==> src/rtl/cbm_pkg.sv <==
// Shared types, constants and helpers for the cartridge bank mapper.
package cbm_pkg;

  // ROM sizes in banks.
  localparam int unsigned PrgBanks8k = 64;
  localparam int unsigned ChrBanks2k = 128;

  // Highest legal bank number in each mapping granularity.
  localparam logic [7:0] PrgMax8k  = 8'(PrgBanks8k - 1);
  localparam logic [7:0] PrgMax16k = 8'(PrgBanks8k / 2 - 1);
  localparam logic [7:0] PrgMax32k = 8'(PrgBanks8k / 4 - 1);
  localparam logic [7:0] ChrMax2k  = 8'(ChrBanks2k - 1);

  // Configuration port.
  localparam int unsigned ApbAddrW = 3;
  localparam logic        RegDip   = 1'b0;

  // Register write decode, applied to the address under DecMask.
  localparam logic [15:0] DecMask    = 16'h8C17;
  localparam logic [15:0] DecPrg     = 16'h8000;
  localparam logic [15:0] DecMode    = 16'h8400;
  localparam logic [15:0] DecIrqLo   = 16'h8800;
  localparam logic [15:0] DecIrqHi   = 16'h8801;
  localparam logic [15:0] DecBank0   = 16'h8C00;
  localparam logic [15:0] DecBank1   = 16'h8C01;
  localparam logic [15:0] DecBank2   = 16'h8C02;
  localparam logic [15:0] DecBank3   = 16'h8C10;
  localparam logic [15:0] DecBank4   = 16'h8C11;
  localparam logic [15:0] DecBank5   = 16'h8C16;
  localparam logic [15:0] DecBank6   = 16'h8C17;

  // Bus event carried by one input word.
  typedef enum logic [1:0] {
    CmdWrite = 2'd0,
    CmdRead  = 2'd1,
    CmdTick  = 2'd2,
    CmdFetch = 2'd3
  } cmd_e;

  typedef struct packed {
    logic [1:0]  cmd;
    logic [15:0] address;
    logic [7:0]  data;
    logic [7:0]  open_bus;
  } in_word_t;

  typedef struct packed {
    logic [7:0] read_data;
    logic [7:0] prg_bank;
    logic [8:0] chr_bank;
    logic       mirror_horizontal;
    logic       irq_line;
  } out_word_t;

  // Mapper register file.
  typedef struct packed {
    logic [7:0]       mode;
    logic [7:0]       prg_sel;
    logic [6:0][7:0]  bank;
    logic [3:0][7:0]  scratch;
    logic             irq_en;
    logic [15:0]      irq_cnt;
    logic             irq_pend;
  } map_state_t;

  // Folds a bank number that exceeds the ROM into range.
  function automatic logic [7:0] limit_bank(logic [7:0] v, logic [7:0] max);
    limit_bank = (v > max) ? (v & max) : v;
  endfunction

endpackage

==> src/rtl/cbm_bank_map.sv <==
// PRG and CHR bank translation from the mapper registers.
module cbm_bank_map import cbm_pkg::*; (
  input  map_state_t  st_i,
  input  logic [1:0]  cmd_i,
  input  logic [15:0] address_i,
  output logic [7:0]  prg_bank_o,
  output logic [8:0]  chr_bank_o
);

  logic [1:0] slot;
  logic [2:0] chr_idx;
  logic [7:0] base;
  logic [7:0] reg_sel;
  logic [7:0] v8k;
  logic [7:0] v16k;
  logic [7:0] v32k;
  logic [7:0] chr_reg;
  logic [7:0] chr_v;
  logic [7:0] prg_map;

  assign slot    = address_i[14:13];
  assign chr_idx = address_i[12:10];

  // 8K mode: three switchable slots plus a fixed last slot.
  always_comb begin
    base = {3'b000, st_i.prg_sel[3], 4'b0000};
    case (slot)
      2'd0:    reg_sel = {4'b0000, st_i.bank[0][3:0]} | base;
      2'd1:    reg_sel = {4'b0000, st_i.bank[1][3:0]} | base;
      2'd2:    reg_sel = {4'b0000, st_i.bank[2][3:0]} | base;
      default: reg_sel = 8'h0F | base;
    endcase
    v8k = limit_bank(reg_sel, PrgMax8k);
  end

  // 32K and 16K modes.
  assign v32k = limit_bank({1'b0, st_i.prg_sel[7:1]}, PrgMax32k);
  assign v16k = slot[1] ? limit_bank(8'hFF, PrgMax16k)
                        : limit_bank(st_i.prg_sel, PrgMax16k);

  always_comb begin
    if (st_i.mode[4]) begin
      prg_map = v8k;
    end else if (st_i.mode[3]) begin
      prg_map = {v32k[5:0], slot};
    end else begin
      prg_map = {v16k[6:0], slot[0]};
    end
  end

  assign prg_bank_o = address_i[15] ? prg_map : 8'h00;

  // CHR uses four 2K windows from bank registers three through six.
  always_comb begin
    case (chr_idx[2:1])
      2'd0:    chr_reg = st_i.bank[3];
      2'd1:    chr_reg = st_i.bank[4];
      2'd2:    chr_reg = st_i.bank[5];
      default: chr_reg = st_i.bank[6];
    endcase
    chr_v = limit_bank(chr_reg, ChrMax2k);
  end

  assign chr_bank_o = (cmd_i == CmdFetch) ? {chr_v, chr_idx[0]} : 9'h000;

endmodule

==> src/rtl/cartridge_bank_mapper_irq.sv <==
// Top level of the cartridge bank mapper with its cycle-driven IRQ counter.
// The block takes one bus word (CPU write, CPU read, CPU cycle tick or PPU
// pattern fetch) per clock while the output side keeps taking results, and
// returns one result word for each, reflecting the mapper state after that
// word. A word is held in the input register, where the register update and
// bank translation are worked out, and then moves into the result register
// once that register is empty or being drained. The DIP switch bits are set
// through the APB port at offset 0.
module cartridge_bank_mapper_irq import cbm_pkg::*; (
  input  logic                clk_i,
  input  logic                rst_ni,
  input  logic                in_valid_i,
  output logic                in_ready_o,
  input  in_word_t            in_word_i,
  output logic                out_valid_o,
  input  logic                out_ready_i,
  output out_word_t           out_word_o,
  input  logic                psel,
  input  logic                penable,
  input  logic                pwrite,
  input  logic [ApbAddrW-1:0] paddr,
  input  logic [31:0]         pwdata,
  output logic [31:0]         prdata,
  output logic                pready
);

  logic       s1_valid_q;
  in_word_t   s1_word_q;
  logic       out_valid_q;
  out_word_t  out_word_q;
  out_word_t  out_word_d;
  map_state_t st_q;
  map_state_t st_d;
  logic [1:0] dip_q;
  logic       out_free;
  logic       advance;
  logic [15:0] addr;
  logic [15:0] cnt_dec;
  logic        in_scratch;
  logic        in_dip;
  logic [7:0]  rd_data;
  logic [7:0]  prg_bank;
  logic [8:0]  chr_bank;

  // Configuration port: DIP switch register.
  assign pready = 1'b1;
  assign prdata = (paddr[2] == RegDip) ? {30'd0, dip_q} : 32'd0;

  always_ff @(posedge clk_i or negedge rst_ni) begin
    if (!rst_ni) begin
      dip_q <= 2'b11;
    end else if (psel && penable && pwrite && pready && (paddr[2] == RegDip)) begin
      dip_q <= pwdata[1:0];
    end
  end

  // Pipeline handshake: the input register moves on when the result
  // register is empty or being drained.
  assign out_free   = !out_valid_q || out_ready_i;
  assign advance    = s1_valid_q && out_free;
  assign in_ready_o = !s1_valid_q || out_free;

  always_ff @(posedge clk_i or negedge rst_ni) begin
    if (!rst_ni) begin
      s1_valid_q <= 1'b0;
    end else if (in_ready_o) begin
      s1_valid_q <= in_valid_i;
    end
  end

  always_ff @(posedge clk_i) begin
    if (in_ready_o && in_valid_i) begin
      s1_word_q <= in_word_i;
    end
  end

  // Address ranges for the scratch bytes and DIP reads.
  assign addr       = s1_word_q.address;
  assign in_scratch = (addr[15:12] == 4'h5) && (addr[11:10] != 2'b00);
  assign in_dip     = (addr[15:10] == 6'b010100);

  // Register update and read data for the word in the input register.
  always_comb begin
    st_d    = st_q;
    rd_data = 8'h00;
    cnt_dec = st_q.irq_cnt - 16'd1;
    case (s1_word_q.cmd)
      CmdWrite: begin
        if (in_scratch) begin
          st_d.scratch[addr[1:0]] = s1_word_q.data;
        end else begin
          case (addr & DecMask)
            DecPrg:   st_d.prg_sel = s1_word_q.data;
            DecMode:  st_d.mode = s1_word_q.data;
            DecIrqLo: begin
              st_d.irq_cnt[7:0] = s1_word_q.data;
              st_d.irq_pend     = 1'b0;
            end
            DecIrqHi: begin
              st_d.irq_cnt[15:8] = s1_word_q.data;
              st_d.irq_en        = st_q.mode[7];
            end
            DecBank0: st_d.bank[0] = s1_word_q.data;
            DecBank1: st_d.bank[1] = s1_word_q.data;
            DecBank2: st_d.bank[2] = s1_word_q.data;
            DecBank3: st_d.bank[3] = s1_word_q.data;
            DecBank4: st_d.bank[4] = s1_word_q.data;
            DecBank5: st_d.bank[5] = s1_word_q.data;
            DecBank6: st_d.bank[6] = s1_word_q.data;
            default:  ;
          endcase
        end
      end
      CmdRead: begin
        if (in_dip) begin
          rd_data = {s1_word_q.open_bus[7:2], dip_q};
        end else if (in_scratch) begin
          rd_data = st_q.scratch[addr[1:0]];
        end else begin
          rd_data = s1_word_q.open_bus;
        end
      end
      CmdTick: begin
        // Armed counter counts down; reaching zero raises the IRQ and disarms.
        if (st_q.irq_en) begin
          if (cnt_dec == 16'h0000) begin
            st_d.irq_pend = 1'b1;
            st_d.irq_en   = 1'b0;
            st_d.irq_cnt  = 16'hFFFF;
          end else begin
            st_d.irq_cnt = cnt_dec;
          end
        end
      end
      default: ;
    endcase
  end

  // Bank translation uses the state after this word.
  cbm_bank_map u_bank_map (
    .st_i       (st_d),
    .cmd_i      (s1_word_q.cmd),
    .address_i  (addr),
    .prg_bank_o (prg_bank),
    .chr_bank_o (chr_bank)
  );

  always_comb begin
    out_word_d.read_data         = rd_data;
    out_word_d.prg_bank          = prg_bank;
    out_word_d.chr_bank          = chr_bank;
    out_word_d.mirror_horizontal = st_d.mode[0];
    out_word_d.irq_line          = st_d.irq_pend;
  end

  // Mapper state commits when the word moves to the result register.
  always_ff @(posedge clk_i or negedge rst_ni) begin
    if (!rst_ni) begin
      st_q <= '0;
    end else if (advance) begin
      st_q <= st_d;
    end
  end

  // Result register.
  always_ff @(posedge clk_i or negedge rst_ni) begin
    if (!rst_ni) begin
      out_valid_q <= 1'b0;
    end else if (out_free) begin
      out_valid_q <= s1_valid_q;
    end
  end

  always_ff @(posedge clk_i) begin
    if (advance) begin
      out_word_q <= out_word_d;
    end
  end

  assign out_valid_o = out_valid_q;
  assign out_word_o  = out_word_q;

endmodule
==> config.mk <==
export PLATFORM = sky130hd
export DESIGN_NAME = cartridge_bank_mapper_irq
export DESIGN_NICKNAME = d
export VERILOG_FILES = /design/src/rtl/cbm_pkg.sv /design/src/rtl/cbm_bank_map.sv /design/src/rtl/cartridge_bank_mapper_irq.sv
export SDC_FILE = /design/constraint.sdc
export NUM_CORES = 1
export LEC_CHECK = 0
export ABC_CLOCK_PERIOD_IN_PS = 4100
export BUFFER_PORTS_ARGS = -buffer_cell sky130_fd_sc_hd__buf_2
export CAP_MARGIN = 20
export CORE_MARGIN = 2
export CORE_UTILIZATION = 60
export CTS_CLUSTER_SIZE = 40
export DETAILED_ROUTE_END_ITERATION = 8
export HOLD_SLACK_MARGIN = 0.08
export PLACE_DENSITY = 0.84
export SYNTH_ARGS = -nofsm -noshare
export SYNTH_HDL_FRONTEND = slang
export SYNTH_SLANG_ARGS = --single-unit
==> constraint.sdc <==
create_clock -name clk_i -period 4.1 [get_ports clk_i]
set_input_delay 0 -clock clk_i [delete_from_list [all_inputs] [get_ports clk_i]]
set_output_delay 0 -clock clk_i [all_outputs]
set_load 0.02 [all_outputs]
==> results_dict.tcl, run 1 <==
set metrics [dict create \
    status "finished clean" \
    ios 138 \
    cp_slowest_cell "edfxtp_1" \
    critPathLaunch "addr[0]$_DFFE_PP_" \
    async_reset_ff_share_pct 65.2 \
    cts_setup_buffers 0 \
    yosysUniqueCellTypes 69 \
    wl_per_cell_um 20.7 \
    synth_area_um2 8190 \
    rsz0062_at_grt "false" \
    ant_nets 0 \
    cts-resized-gates 0 \
    final_util_pct 71.4 \
    r2r_start "addr[0]$_DFFE_PP_" \
    yosys-top-cells-area "dfrtp_1 (31%), edfxtp_1 (20%), mux2_2 (13%)" \
    n_antenna_cell 0 \
    hold_class "in2async" \
    path_common_cell "mux2i_1" \
    synth_common_cells "dfrtp_1 (101), mux2_2 (91), edfxtp_1 (55)" \
    synth.avg_cell_area_um2 12.6 \
    p_leak_uw 0.00430 \
    vdd.ir_drop.worst_mv 0.332 \
    gr-total-overflow 0 \
    cp_slowest_stage_delay_ps 990 \
    setup_slack_ps 884 \
    h-tree-depth 4 \
    setup-tns-final_ps 0 \
    area_growth_pct 15.9 \
    place_ws_ps 1040 \
    fp.dieH_um 121 \
    cts_tree "done" \
    cp_max_fo 16 \
    p_per_area_nw_per_um2 458 \
    worstMarginPinSlew_ps 971 \
    setup_viol 0 \
    clk_path_buf_depth 2 \
    grt.total_usage_pct 27.9 \
    vias 5835 \
    seq_area_frac_synth_pct 51.7 \
    min_period_ps 3220 \
    synth-edff-count 55 \
    antenna_found_initial 0 \
    worstRegToRegCells 6 \
    rows 42 \
    drt-initial-drc-count 567 \
    ys_ff_latch 158 \
    grt_pass1_vias 5940 \
    synth_area_leader_cell "dfrtp_1" \
    synthCells 652 \
    seqCellArea_um2 4230 \
    vias_per_cell 6.21 \
    core_area_um2 13300 \
    grt_max_degree 61 \
    hold_viol 0 \
    port_buffers 68 \
    cts.sinks 158 \
    worstPathRequired_ps 4280 \
    worst-setup-path-type "reg2reg" \
    crit_path_cell_trace "nor2b_1, nand2_1, nor2_1, mux2i_1, mux2i_1, a22o_1" \
    setup.worst_path.end_class "register" \
    maxCapViolCount 0 \
    fmax_ghz 0.311 \
    dieArea_um2 14600 \
    dp_hpwl_um 11900 \
    start_kind "register" \
    drv_slew 0 \
    clk_pin_slew_ps 70 \
    die_w_um 121 \
    nets 831 \
    yosys_warnings 0 \
    fin_crit_sh_pct 78.4 \
    firstDrtPassIters 5 \
    grt_pass1_wl_um 30900 \
    skew_ps 6.61 \
    root_buffer "clkbuf_16" \
    routabilityCongestion 0.909 \
    drive_gt1_share_pct 31.8 \
    wl_um 19400 \
    cts_inserted_buffers 17 \
    fill_cells 861 \
    yosysMostFrequentCell "dfrtp_1" \
    start_util_pct 61.6 \
    relSlewSlack_pct 35.2 \
    clkLatencyLatePin_ps 430 \
    drc 0 \
    multiInputGateArea_um2 3650 \
    crit_arrival_ps 3400 \
    hold_buffers 36 \
    synth_flop_cell "dfrtp_1" \
    synth_top_area_share_pct 30.9 \
]
area by class of cell:
type,instances,area share (%)
sequential,158,44.6
tap,176,2.32
timing repair buffer,116,8.36
inverter,8,0.316
multi-input combinational,449,38.5
clock buffer,18,4.63
clock inverter,14,1.31
cells by family after synthesis:
family,after synthesis,synth area share (%)
other,2,0.0917
muxes,152,21.2
DFF,158,51.7
AOI/OAI and AO/OA,85,8.16
buffers and inverters,77,5.18
adders and majority gates,5,0.764
and+or+nand+nor,165,12.1
xor gates and xnor gates,8,0.856
critical path: cells and delay by family, from the launching register on:
| kind | cells | cell delay, ps |
|---|---|---|
| AOI/OAI and AO/OA | 1 | 250 |
| muxes | 2 | 410 |
| DFF | 1 | 990 |
| and+or+nand+nor | 3 | 1320 |
power by group:
part / total (uW) / switching (uW) / internal (uW)
combinational: 888 / 510 / 377
clock: 1500 / 684 / 813
sequential: 1970 / 182 / 1780
total: 4350 / 1380 / 2970
metrics by stage:
step                hold WS (ps)  power (uW)  area [um2]  instances
floorplan                   -296        2600        8310        684
detailed placement          38.4        2820        8570        871
finish                       118        4350        9490        939
global route                 177        4520        9490        939
CTS                          131        4330        9490        939
global placement            30.6        2770        8570        871
worst paths after layout:
check                                                    to  slack [ps]
min in group clk_i                  s1_word_q[32]$_DFFE_PP_         280
worst min register to register          st_q[0]$_DFFE_PN0P_         480
worst min-delay path                 s1_valid_q$_DFFE_PN0N_         120
max in group asynchronous              st_q[88]$_DFFE_PN0P_        2780
worst max register to register  out_word_o[7]$_SDFFCE_PP0P_         880
worst max-delay path            out_word_o[7]$_SDFFCE_PP0P_         880
metal layers:
metal | GRT usage [%] | wire length [um] | up-vias | part of all wire, %
met5 | 0 | 0 | - | 0
met4 | 12.4 | 639 | 0 | 3.3
met3 | 4.76 | 1110 | 61 | 5.7
met2 | 47.0 | 9840 | 270 | 51
met1 | 35.6 | 7840 | 2926 | 40
li1 | - | - | 2578 | -
cells in the final DEF, fill, tap and decap left out, drive strengths merged, types with 4 or more instances in the layout:
cell,netlist,layout
or4,4,4
mux4,8,8
o31ai,7,7
inv,8,16
nor2,27,27
o21ai,17,17
a21oi,13,13
a211oi,5,5
nor4,7,7
nand3b,7,7
clkinv,0,6
nand3,17,17
a31oi,7,7
dlygate4sd3,0,36
xnor2,6,6
ha,5,5
nand2b,7,7
clkbuf,27,18
mux2i,53,53
a22o,6,6
mux2,91,91
nand4b,4,4
edfxtp,55,55
dfrtp,101,101
o311ai,4,4
nand2,36,36
nor3,12,12
nand4,9,9
buf,42,80
nor2b,9,9
conb,2,34
and3,10,10
Note: power is estimated with default switching activity, not from simulation.
==> inputs of run 2 (changes only) <==
Settings changed: ABC_CLOCK_PERIOD_IN_PS 4100 to 3110, CORE_UTILIZATION 60 to 57, PLACE_DENSITY 0.84 to 0.81.
Clock period 4.1 ns to 3.11 ns, I/O delays scaled along.
==> results_dict.tcl, run 2 (synthesis gave the netlist of run 1 again) <==
set metrics [dict create \
    fill_cells 972 \
    fp.dieH_um 124 \
    skew_ps 8.66 \
    cp_slowest_cell "edfxtp_1" \
    ios 138 \
    grt_max_degree 84 \
    swShare_pct 31.2 \
    dpl_cell_area_um2 8640 \
    p_leak_uw 0.00433 \
    cp_slowest_stage_delay_ps 650 \
    die_w_um 124 \
    cts_tree "done" \
    cts.sinks 158 \
    hold_slack_ps 94.0 \
    intPower_uw 3930 \
    setup_slack_ps 397 \
    critPathBufInv 1 \
    crit_arrival_ps 2880 \
    p_clk_share_pct 34.1 \
    dp_hpwl_um 12500 \
    cts_setup_buffers 0 \
    port_buffers 68 \
    fin_crit_sh_pct 87.2 \
    ant_nets 0 \
    clk_pin_slew_ps 70 \
    worst-setup-path-type "reg2reg" \
    final_util_pct 68.7 \
    grt_pass1_vias 5798 \
    rows 43 \
    p_switching_uw 1780 \
    vias 5770 \
    worstMarginPinSlew_ps 908 \
    drv_slew 0 \
    start_kind "register" \
    crit_path_cell_trace "nor2_1, nand2_1, nor2_1, buf_4, mux2i_1, mux2i_1, a22o_1" \
    setup.worst_path.end_class "register" \
    worstPathRequired_ps 3270 \
    setup-tns-final_ps 0 \
    vias_per_cell 6.05 \
    rsz0062_at_grt "false" \
    grt.total_usage_pct 27.1 \
    n_antenna_cell 0 \
    min_period_ps 2710 \
    fmax_ghz 0.369 \
    nets 841 \
    combinationalPowerShare_pct 20.6 \
    dieArea_um2 15300 \
    status "finished clean" \
    firstDrtPassIters 5 \
    wl_um 19400 \
    setup_viol 0 \
    wl_per_cell_um 20.4 \
    hold_class "in2async" \
    drc 0 \
    antenna_found_initial 0 \
    p_per_area_nw_per_um2 597 \
    clk_path_buf_depth 2 \
    path_delay_family "simple AND/OR/NAND/NOR gates" \
    relSlewSlack_pct 39.5 \
    cp_max_fo 13 \
    area_growth_pct 16.9 \
    vdd.ir_drop.worst_mv 0.402 \
    place_ws_ps 448 \
    core_area_um2 13900 \
    root_buffer "clkbuf_16" \
    h-tree-depth 4 \
    layout.cells.most_common "dfrtp_1" \
    maxCapViolCount 0 \
    drive_gt1_share_pct 32.5 \
    gr-total-overflow 0 \
    seq_power_share_pct 45.3 \
    grt_pass1_wl_um 30500 \
    finalInstanceArea_um2 9570 \
    start_util_pct 58.8 \
    final_cell_mix "dfrtp_1 (101), mux2_2 (91), buf_2 (67)" \
    clkLatencyLatePin_ps 430 \
    cts_inserted_buffers 17 \
    hold_viol 0 \
    drt-initial-drc-count 462 \
    routabilityCongestion 0.903 \
]
[run 2: cell types whose count changed in the layout (fill, tap and decap cells not counted)]
cell / delta
buf_4: +9
clkinvlp_4: +4
inv_6: -3
clkbuf_1: +2
clkinv_2: -2
buf_12: +1
clkinv_4: -1
clkinv_8: -1
inv_8: +1
[run 2: what timing repair did]
action                    in CTS  in global routing
gates resized for setup        0                  0
hold buffers                  36                  0
hold endpoints to repair     111                  0
[run 2: power by group through the flow]
stage	sequential [uW]	combinational, uW	clock (uW)
4_1_cts	2580	1170	1960
5_1_grt	2610	1280	2070
2_1_floorplan	2560	869	0
6_report	2590	1170	1950
3_3_place_gp	2600	1080	0
3_5_place_dp	2620	1110	0
[run 2: per-stage QoR]
step                      total power, uW  cells
after floorplan                      3430    684
after global routing                 5950    953
after global placement               3680    884
final                                5710    953
after CTS                            5710    952
after detailed placement             3730    884
[run 2: per-layer routing]
layer | routed length [um] | track usage [%] | up-vias
met4 | 424 | 10.7 | 0
met2 | 10100 | 45.3 | 228
met5 | 0 | 0 | -
li1 | - | - | 2602
met1 | 7810 | 34.3 | 2906
met3 | 1100 | 6.14 | 34
[run 2: worst paths after layout]
path / start / to / slack (ps) / cells after the start
hold / removal: rst_ni / st_q[104]$_DFFE_PN0P_ / 90 / 2
hold reg to reg: st_q[0]$_DFFE_PN0P_ / st_q[0]$_DFFE_PN0P_ / 490 / 2
setup / recovery: s1_word_q[32]$_DFFE_PP_ / out_word_o[7]$_SDFFCE_PP0P_ / 400 / 7
max in group asynchronous: rst_ni / dip_q[1]$_DFFE_PN1P_ / 2340 / 3
min in group clk_i: in_word_i[28] / addr[12]$_DFFE_PP_ / 270 / 2
setup reg to reg: s1_word_q[32]$_DFFE_PP_ / out_word_o[7]$_SDFFCE_PP0P_ / 400 / 7
[run 2: cell type report]
cell class / count / area [um2] / area share [%]
Clock buffer: 20 / 447 / 4.67
Tap cell: 180 / 225 / 2.35
Multi-Input combinational cell: 449 / 3650 / 38.2
Sequential cell: 158 / 4230 / 44.2
Timing Repair Buffer: 126 / 881 / 9.20
Clock inverter: 12 / 104 / 1.09
Inverter: 8 / 30.0 / 0.314
